**config.mk**
```make
export PLATFORM = sky130hd
export DESIGN_NAME = annexb_nal_unit_scanner
export DESIGN_NICKNAME = d
export VERILOG_FILES = /design/src/design/annexb_pkg.sv /design/src/design/annexb_nal_unit_scanner.sv /design/src/design/annexb_scan_core.sv /design/src/design/annexb_result_fifo.sv
export VERILOG_INCLUDE_DIRS = /design/src /design/src/design
export SDC_FILE = /design/constraint.sdc
export NUM_CORES = 1
export LEC_CHECK = 0
export BUFFER_PORTS_ARGS = -buffer_cell sky130_fd_sc_hd__buf_2
export CAP_MARGIN = 20
export CORE_MARGIN = 2
export CORE_UTILIZATION = 40
export CTS_BUF_LIST = sky130_fd_sc_hd__clkbuf_2
export DETAILED_ROUTE_END_ITERATION = 8
export SYNTH_ARGS = -nofsm -noshare
export SYNTH_HDL_FRONTEND = slang
export SYNTH_SLANG_ARGS = --single-unit
```
**constraint.sdc**
```tcl
create_clock -name clk_i -period 7.19 [get_ports clk_i]
set_input_delay 0.3595 -clock clk_i [delete_from_list [all_inputs] [get_ports clk_i]]
set_output_delay 0.3595 -clock clk_i [all_outputs]
set_load 0.02 [all_outputs]
```
**src/design/annexb_nal_unit_scanner_defines.svh**
```systemverilog
// assertion macros shared by the start code scanner modules
// no dependencies; included inside module bodies
`ifndef ANNEXB_NAL_UNIT_SCANNER_DEFINES_SVH
`define ANNEXB_NAL_UNIT_SCANNER_DEFINES_SVH

// checked on every rising edge, masked while reset is asserted
`define ANNEXB_ASSERT_CLK(lbl, clk, rst_n, prop, msg) \
  lbl: assert property (@(posedge clk) disable iff (!rst_n) prop) else $error(msg);

// checked on every rising edge, reset included
`define ANNEXB_ASSERT_ALWAYS(lbl, clk, prop, msg) \
  lbl: assert property (@(posedge clk) prop) else $error(msg);

`endif

```
**src/design/annexb_pkg.sv**
```systemverilog
// shared types and constants for the annex b start code scanner
// no dependencies
package annexb_pkg;

  typedef enum logic [1:0] {
    PH_SEARCH = 2'd0,
    PH_HEADER = 2'd1,
    PH_UNIT   = 2'd2
  } scan_phase_e;

  typedef enum logic {
    REG_CODEC_MODE = 1'b0,
    REG_KEY_TYPE   = 1'b1
  } reg_index_e;

  localparam int unsigned OffsetBits = 24;
  localparam int unsigned LengthBits = 25;
  localparam int unsigned TypeBits   = 6;
  localparam int unsigned FifoDepth  = 4;
  localparam int unsigned FifoPtrBits = 2;

  localparam logic [7:0] H264_TYPE_MASK = 8'h1F;
  localparam logic [7:0] HEVC_TYPE_MASK = 8'h7E;
  localparam logic [7:0] START_CODE_END = 8'h01;
  localparam int unsigned H264MinLen = 5;
  localparam int unsigned HevcMinLen = 7;

  localparam logic [23:0] RECENT_RESET = 24'hFFFFFF;

  typedef struct packed {
    logic                  kind;
    logic [OffsetBits-1:0] offset;
    logic [LengthBits-1:0] length;
    logic [TypeBits-1:0]   unit_type;
    logic                  type_valid;
    logic                  is_key;
    logic                  keyframe_found;
    logic                  last;
  } result_t;

  // one accepted byte makes at most a unit report and then a summary
  typedef struct packed {
    logic    rep;
    logic    sum;
    result_t rep_res;
    result_t sum_res;
  } push_t;

endpackage

```
**src/design/annexb_nal_unit_scanner.sv**
```systemverilog
// annex b nal unit scanner: input byte stream, unit reports out, apb registers
// uses annexb_pkg, annexb_scan_core and annexb_result_fifo
//
// s_axis carries one stream byte per beat in tdata, with tlast on the final
// byte of a buffer. m_axis carries one result per beat: tuser is the kind
// (unit report or buffer summary), tlast marks the summary that closes a buffer.
// A unit report comes when a unit ends at a 000000/000001 marker or at the
// buffer end; every buffer ends with a summary telling whether a keyframe was seen.
// A byte is taken in a cycle where s_axis_tready is high, and its results are
// registered into the result queue. Throughput is one byte per cycle while the
// queue has room; only a last byte that also closes a unit yields two results.
// Results wait in a four entry queue; s_axis_tready drops when fewer than two
// entries are free, so a stalled receiver backs up into the byte stream. Reset
// clears the scan state and queue and loads codec_mode 0 (h.264) and key_type 5.
// The user must write registers over apb only while the block is idle (unchecked).
module annexb_nal_unit_scanner #(
  parameter int unsigned POSITION_BITS = 24
) (
  input  logic        clk_i,
  input  logic        rst_ni,
  // byte stream
  input  logic        s_axis_tvalid,
  output logic        s_axis_tready,
  input  logic [7:0]  s_axis_tdata,   // [7:0] data_byte
  input  logic        s_axis_tlast,   // end_of_buffer
  // results
  output logic        m_axis_tvalid,
  input  logic        m_axis_tready,
  output logic [63:0] m_axis_tdata,   // [23:0] unit_offset, [48:24] unit_length,
                                      // [54:49] unit_type, [55] type_valid,
                                      // [56] is_key, [57] keyframe_found, rest 0
  output logic [0:0]  m_axis_tuser,   // [0] result_kind
  output logic        m_axis_tlast,   // last_result
  // configuration
  input  logic        psel,
  input  logic        penable,
  input  logic        pwrite,
  input  logic [2:0]  paddr,
  input  logic [31:0] pwdata,
  output logic [31:0] prdata,
  output logic        pready
);
  import annexb_pkg::*;

  logic                codec_mode_q, codec_mode_d;
  logic [TypeBits-1:0] key_type_q, key_type_d;
  logic                cfg_wr, in_fire, room, out_valid;
  reg_index_e          reg_sel;
  push_t               push;
  result_t             res;

  assign pready  = 1'b1;
  assign cfg_wr  = psel && penable && pwrite && pready;
  assign reg_sel = reg_index_e'(paddr[2]);

  always_comb begin
    codec_mode_d = codec_mode_q;
    key_type_d   = key_type_q;
    prdata       = '0;
    unique case (reg_sel)
      REG_CODEC_MODE: begin
        prdata = {31'd0, codec_mode_q};
        if (cfg_wr) codec_mode_d = pwdata[0];
      end
      REG_KEY_TYPE: begin
        prdata = {26'd0, key_type_q};
        if (cfg_wr) key_type_d = pwdata[TypeBits-1:0];
      end
      default: prdata = '0;
    endcase
  end

  always_ff @(posedge clk_i or negedge rst_ni) begin
    if (!rst_ni) begin
      codec_mode_q <= 1'b0;
      key_type_q   <= TypeBits'(5);
    end else begin
      codec_mode_q <= codec_mode_d;
      key_type_q   <= key_type_d;
    end
  end

  assign s_axis_tready = room;
  assign in_fire       = s_axis_tvalid && room;

  annexb_scan_core #(
    .POSITION_BITS (POSITION_BITS)
  ) u_core (
    .clk_i        (clk_i),
    .rst_ni       (rst_ni),
    .fire_i       (in_fire),
    .byte_i       (s_axis_tdata),
    .last_i       (s_axis_tlast),
    .codec_mode_i (codec_mode_q),
    .key_type_i   (key_type_q),
    .push_o       (push)
  );

  annexb_result_fifo u_fifo (
    .clk_i   (clk_i),
    .rst_ni  (rst_ni),
    .push_i  (push),
    .room_o  (room),
    .valid_o (out_valid),
    .ready_i (m_axis_tready),
    .res_o   (res)
  );

  assign m_axis_tvalid = out_valid;
  assign m_axis_tuser  = res.kind;
  assign m_axis_tlast  = res.last;
  assign m_axis_tdata  = {6'd0, res.keyframe_found, res.is_key, res.type_valid,
                          res.unit_type, res.length, res.offset};

endmodule

```
**src/design/annexb_scan_core.sv**
```systemverilog
// byte scanner state and result formation for the annex b scanner
// depends on annexb_pkg and annexb_nal_unit_scanner_defines.svh
module annexb_scan_core #(
  parameter int unsigned POSITION_BITS = 24
) (
  input  logic                           clk_i,
  input  logic                           rst_ni,
  input  logic                           fire_i,
  input  logic [7:0]                     byte_i,
  input  logic                           last_i,
  input  logic                           codec_mode_i,
  input  logic [annexb_pkg::TypeBits-1:0] key_type_i,
  output annexb_pkg::push_t              push_o
);
  import annexb_pkg::*;

  localparam int unsigned PW = POSITION_BITS;

  scan_phase_e           phase_q, phase_d, phase_a;
  logic [PW-1:0]         pos_q, pos_d;
  logic [23:0]           recent_q, recent_d;
  logic [PW-1:0]         start_q, start_d;
  logic [TypeBits-1:0]   type_q, type_d, type_a, hdr_type;
  logic                  key_seen_q, key_seen_d;

  logic                  two_zeros, hdr, term, open_unit, end_rep, rep;
  logic [PW:0]           term_len, end_len, rep_len, min_len;
  logic                  len_ok, key_hit, found;

  assign two_zeros = (recent_q[15:0] == 16'h0000);
  assign hdr_type  = codec_mode_i ? TypeBits'((byte_i & HEVC_TYPE_MASK) >> 1)
                                  : TypeBits'(byte_i & H264_TYPE_MASK);
  assign hdr  = (phase_q == PH_HEADER);
  assign term = (phase_q == PH_UNIT) && two_zeros && (byte_i <= START_CODE_END);
  assign type_a  = hdr ? hdr_type : type_q;
  assign phase_a = hdr ? PH_UNIT : (term ? PH_SEARCH : phase_q);
  assign open_unit = (phase_a == PH_SEARCH) && two_zeros && (byte_i == START_CODE_END)
                     && !last_i;
  assign end_rep = last_i && (phase_a == PH_UNIT);
  assign rep     = fire_i && (term || end_rep);

  // terminator length excludes the two zeros already counted in pos_q
  assign term_len = {1'b0, pos_q - PW'(2) - start_q};
  assign end_len  = {1'b0, pos_q - start_q} + (PW+1)'(1);
  assign rep_len  = term ? term_len : end_len;
  assign min_len  = codec_mode_i ? (PW+1)'(HevcMinLen) : (PW+1)'(H264MinLen);
  assign len_ok   = (rep_len > min_len);
  assign key_hit  = len_ok && (type_a == key_type_i);
  assign found    = key_seen_q | (rep & key_hit);

  // next state
  always_comb begin
    phase_d    = phase_q;
    pos_d      = pos_q;
    recent_d   = recent_q;
    start_d    = start_q;
    type_d     = type_q;
    key_seen_d = key_seen_q;
    if (fire_i) begin
      if (last_i) begin
        phase_d    = PH_SEARCH;
        pos_d      = '0;
        recent_d   = RECENT_RESET;
        start_d    = '0;
        type_d     = '0;
        key_seen_d = 1'b0;
      end else begin
        pos_d      = pos_q + PW'(1);
        recent_d   = {recent_q[15:0], byte_i};
        key_seen_d = found;
        if (open_unit) begin
          phase_d = PH_HEADER;
          // a leading zero makes it a four byte start code
          start_d = (recent_q[23:16] == 8'h00) ? pos_q - PW'(3) : pos_q - PW'(2);
          type_d  = '0;
        end else begin
          phase_d = phase_a;
          type_d  = type_a;
        end
      end
    end
  end

  // results
  always_comb begin
    push_o = '0;
    push_o.rep                    = rep;
    push_o.rep_res.kind           = 1'b0;
    push_o.rep_res.offset         = OffsetBits'(start_q);
    push_o.rep_res.length         = LengthBits'(rep_len);
    push_o.rep_res.unit_type      = type_a;
    push_o.rep_res.type_valid     = len_ok;
    push_o.rep_res.is_key         = key_hit;
    push_o.rep_res.keyframe_found = found;
    push_o.rep_res.last           = 1'b0;
    push_o.sum                    = fire_i && last_i;
    push_o.sum_res.kind           = 1'b1;
    push_o.sum_res.keyframe_found = found;
    push_o.sum_res.last           = 1'b1;
  end

  always_ff @(posedge clk_i or negedge rst_ni) begin
    if (!rst_ni) begin
      phase_q    <= PH_SEARCH;
      pos_q      <= '0;
      recent_q   <= RECENT_RESET;
      start_q    <= '0;
      type_q     <= '0;
      key_seen_q <= 1'b0;
    end else begin
      phase_q    <= phase_d;
      pos_q      <= pos_d;
      recent_q   <= recent_d;
      start_q    <= start_d;
      type_q     <= type_d;
      key_seen_q <= key_seen_d;
    end
  end

  `include "annexb_nal_unit_scanner_defines.svh"

  `ANNEXB_ASSERT_CLK(a_clear_after_last, clk_i, rst_ni, (fire_i && last_i) |=> (phase_q == PH_SEARCH && pos_q == '0 && !key_seen_q), "scan state not cleared after last beat")
  `ANNEXB_ASSERT_CLK(a_header_follows_code, clk_i, rst_ni, (phase_q == PH_HEADER) |-> (recent_q[15:0] == 16'h0001), "header phase without a start code behind it")
  `ANNEXB_ASSERT_CLK(a_key_sets_found, clk_i, rst_ni, (push_o.rep && push_o.rep_res.is_key) |-> (push_o.rep_res.keyframe_found && push_o.rep_res.type_valid), "keyframe report without found flag")

endmodule

```
**src/design/annexb_result_fifo.sv**
```systemverilog
// four entry result queue between the scanner and the output channel
// depends on annexb_pkg and annexb_nal_unit_scanner_defines.svh
module annexb_result_fifo (
  input  logic                clk_i,
  input  logic                rst_ni,
  input  annexb_pkg::push_t   push_i,
  output logic                room_o,
  output logic                valid_o,
  input  logic                ready_i,
  output annexb_pkg::result_t res_o
);
  import annexb_pkg::*;

  localparam int unsigned CntBits = FifoPtrBits + 1;

  result_t                 mem_q [FifoDepth];
  logic [FifoPtrBits-1:0]  wr_ptr_q, wr_ptr_d, rd_ptr_q, rd_ptr_d;
  logic [CntBits-1:0]      count_q, count_d;
  logic [1:0]              n_push;
  logic                    pop;
  result_t                 first_res;

  assign n_push    = {1'b0, push_i.rep} + {1'b0, push_i.sum};
  assign first_res = push_i.rep ? push_i.rep_res : push_i.sum_res;
  assign valid_o   = (count_q != '0);
  assign pop       = valid_o && ready_i;
  assign res_o     = mem_q[rd_ptr_q];
  // keep space for a report and a summary from the same beat
  assign room_o    = (count_q <= CntBits'(FifoDepth - 2));

  assign wr_ptr_d = wr_ptr_q + FifoPtrBits'(n_push);
  assign rd_ptr_d = rd_ptr_q + FifoPtrBits'(pop);
  assign count_d  = count_q + CntBits'(n_push) - CntBits'(pop);

  always_ff @(posedge clk_i) begin
    if (n_push != 2'd0) begin
      mem_q[wr_ptr_q] <= first_res;
    end
    if (n_push == 2'd2) begin
      mem_q[wr_ptr_q + FifoPtrBits'(1)] <= push_i.sum_res;
    end
  end

  always_ff @(posedge clk_i or negedge rst_ni) begin
    if (!rst_ni) begin
      wr_ptr_q <= '0;
      rd_ptr_q <= '0;
      count_q  <= '0;
    end else begin
      wr_ptr_q <= wr_ptr_d;
      rd_ptr_q <= rd_ptr_d;
      count_q  <= count_d;
    end
  end

  `include "annexb_nal_unit_scanner_defines.svh"

  `ANNEXB_ASSERT_ALWAYS(a_count_bound, clk_i, (count_q <= CntBits'(FifoDepth)), "result queue count out of range")
  `ANNEXB_ASSERT_CLK(a_no_overflow, clk_i, rst_ni, (n_push != 2'd0) |-> (CntBits'(n_push) <= CntBits'(FifoDepth) - count_q), "result queue overflow")
  `ANNEXB_ASSERT_CLK(a_pop_drains, clk_i, rst_ni, (pop && n_push == 2'd0) |=> (count_q == $past(count_q) - CntBits'(1)), "pop did not drain an entry")

endmodule

```
==> summary.txt <==
LEAKAGE - 8.61 nW
Core area - 44400 µm²
Normalized max-slew margin - 34.1%
Fillcell total - 4264
CP Cell Sequence - nor2_1 > nand2_1 > or3_1 > or3_1 > or3_1 > or4_1 > nor4_1 > xor2_1 > ha_1 > or3_1 > o21ai_0 > o21ba_2 > o21ai_0 > o31ai_2 > nand4_1 > nor4_4 > buf_4 > o31ai_2
Critical path startpoint category - flip-flop
Final setup viols - 0
First-pass GRT wire length - 83700 µm
Slew Viols, Final - 0
Min-Delay Path Class - in2reg
Sequential Power Share - 32.0%
Post-DP HPWL - 36600 µm
GRT Overall Usage - 22.6%
Clk pwr share - 19.8%
Top FF cell, synth - dfxtp_1
DR WL/cell - 19.0 µm
Hold Path Depth - 3
# IOs - 152
Yosys reg bits - 331
Synth cell types - 99
RSZ-0062 raised after global routing - false
WHS Endpoint - key_type_q[0]
Initial Util - 40.7%
CTS tree - yes
Tcrit/Tclk final - 83.5%
Final Hold Violating Endpoints - 0
Via count - 15700
Port bufs - 90
Number of max-cap violations - 0
Cell mode on critical path - or3_1
Worst setup EP type - flip-flop
Vias per inst - 5.61
Vias in the first global route - 15300
Max incr delay on CP - 0.75 ns
Net switching fraction of the power - 43.6%
CP Data Arrival Time - 6.91 ns
TritonRoute pass-1 iters - 6
Outcome - completed
Mapped Cells - 2010
Layout Area Growth over Synthesis - 12.1%
Synth warn - 0
Die X-Extent - 217 µm
Pin count of the biggest net entering global routing - 70
Worst slew pin tran - 0.988 ns
Synth top area share - 25.7%
Power Density - 362 nW/µm²
Clock Tree Root - clkbuf_2
CTS max path bufs - 3
R2R depth - 18
# resized after CTS - 0
Grt ovf - 0
Starting DRT DRC Count - 1192
Post-CTS setup buffer count - 0
Die Y - 217 µm
Synth area leader - dfxtp_1
Fraction of layout instances using a drive strength above 1 - 18.6%
Setup CP Type - reg2reg
Min Tclk post-route - 6.01 ns
Synthesized cell area - 18100 µm²
H-tree depth - 3
Routed Antenna Nets - 0
Combinational fraction of design power - 48.2%
FMAX - 0.167 GHz
Peak VDD IR - 0.000162 V
DRC - 0
Post-synth EDFFs - 4
Final Power - 7.33 mW
Top-count cell post-synth - nand2_1
Critical path's slowest cell - nor4_4
# nets final - 2243
Startpoint of the worst-slack reg-to-reg timing path - u_core.pos_q[8]
Capturing point of the worst reg2reg path - u_core.key_seen_q
CP Max Fanout - 9
Post-synthesis sequential area ratio - 39.7%
Clk sinks - 331
Initial antenna violation count - 1
Setup TNS Final - 0 ns
Clock slew at reported path FFs - 0.11 ns
Synthesized area per cell - 8.99 µm²
Final wirelength - 53200 µm
Setup slack, reg-to-reg - 1.18 ns
Pint - 4.14 mW
Hold_sp - pwdata[0]
Gpl congestion - 0.915
Area contributors post-synth - dfxtp_1 (26%), dfrtp_1 (9.6%), mux4_2 (7.4%), nand2_1 (6.8%), o21ai_0 (6.2%)
Required time of the critical path - 8.09 ns
Layout Skew - 0.0653 ns
Row Count - 77
Total CTS buffers - 88
Commonest cells post-synth - nand2_1 (328), dfxtp_1 (232), o21ai_0 (224)
Net Switching - 3.19 mW
Synth async-reset ratio - 28.7%
Clk_lat worst skew - 1.06 ns
Die ar. - 46900 µm²
cell families (layout without fill, tap and decap cells):
logic type	count (synthesis)	count (layout)	share of synthesized area (%)
AOI/OAI and AO/OA	528	528	19.3
xor gates and xnor gates	114	114	5.52
adders and majority gates	61	61	4.35
buffers and inverters	219	380	5.39
DFF	331	331	39.7
muxes	80	80	8.59
other	2	35	0.0415
and+or+nand+nor	675	675	17.2
power groups by stage:
stage	Sequential, mW	Clock, mW	Combinational [mW]
floorplan	2.23	0	2.67
global placement	2.37	0	3.38
detailed placement	2.38	0	3.41
CTS	2.34	1.49	3.50
global route	2.38	1.60	3.85
finish	2.34	1.45	3.53
stage by stage:
| step | setup slack (ns) | cell area (µm²) | cells | util (%) | hold WS [ns] |
|---|---|---|---|---|---|
| finish | 1.18 | 20300 | 2796 | 45.6 | 0.129 |
| global route | 0.797 | 20300 | 2795 | 45.6 | 0.0781 |
| CTS | 1.25 | 20300 | 2794 | 45.6 | 0.0278 |
| detailed placement | 1.25 | 18900 | 2586 | 42.5 | 0.302 |
| global placement | 1.32 | 18900 | 2586 | 42.5 | 0.293 |
| floorplan | 2.35 | 18200 | 2041 | - | 0.0639 |
per-layer routing:
layer	vias up	GRT usage [%]	wire length, µm
li1	7418	-	-
met1	7700	29.2	23400
met2	483	37.5	25400
met3	82	4.21	2930
met4	0	8.58	1480
met5	-	0	0
worst max-delay path by stage:
stage | slack (ns) | end | from | cells after the start
floorplan | 2.35 | u_fifo.mem_q[0][1] | u_core.pos_q[2] | 20
global placement | 1.32 | u_core.key_seen_q | u_core.pos_q[8] | 18
detailed placement | 1.25 | u_core.key_seen_q | u_core.pos_q[8] | 18
CTS | 1.25 | u_core.key_seen_q | u_core.pos_q[8] | 18
global route | 0.80 | u_fifo.mem_q[0][2] | u_core.pos_q[1] | 20
finish | 1.18 | u_core.key_seen_q | u_core.pos_q[8] | 18
repair_timing:
action                                  4_1_cts  5_1_grt
hold buffers                                 47        0
endpoints found under the setup margin        0        0
hold endpoints to repair                    144        0
worst max-delay path: cells and delay by family, from the launching register on:
family	cells	cell delay [ns]
adder cells (fa/ha/maj)	1	0.33
XOR/XNOR	1	0.32
flip-flops	1	0.52
AO/OA/AOI/OAI	5	0.55
buffers and inverters	1	0.28
AND/OR/NAND/NOR	10	3.88
registers in the layout, summed over array words and instances, names as in the netlist:
signal / cells
u_core.pos_q: 24
u_fifo.count_q: 3
u_core.key_seen_q: 1
codec_mode_q: 1
u_fifo.rd_ptr_q: 2
u_core.type_q: 6
u_core.start_q: 24
u_core.recent_q: 24
u_core.phase_q: 2
key_type_q: 6
u_fifo.wr_ptr_q: 2
u_fifo.mem_q: 236
final cells by class:
| cell class | count | area [µm²] | area share (%) |
|---|---|---|---|
| antenna | 2 | 5.00 | 0.0247 |
| clock buffer | 141 | 706 | 3.48 |
| clock inverter | 20 | 195 | 0.964 |
| inverter | 60 | 225 | 1.11 |
| multi-input combinational | 1491 | 10100 | 49.9 |
| sequential | 331 | 7180 | 35.5 |
| tap | 592 | 741 | 3.66 |
| timing repair buffer | 159 | 1100 | 5.42 |
placed cells by master, fill, tap and decap left out, drive strengths merged, types with 9 or more instances in the layout:
cell type / n
dfrtp: 69
nand2: 328
ha: 58
o211ai: 17
clkinv: 12
xor2: 57
mux2i: 13
nor2: 136
conb: 33
nand2b: 14
nor2b: 10
a22oi: 9
dfxtp: 232
o31ai: 10
mux4: 59
nor4: 23
xnor2: 57
dfstp: 26
o22ai: 25
inv: 62
nor3: 36
a21oi: 65
clkbuf: 141
a21o: 14
a211oi: 18
o21ai: 236
or3: 12
dlygate4sd3: 46
nand3: 31
and3: 14
buf: 113
or2: 12
a22o: 56
nand4: 18
and2: 12
Note: power is estimated with default switching activity, not from simulation.
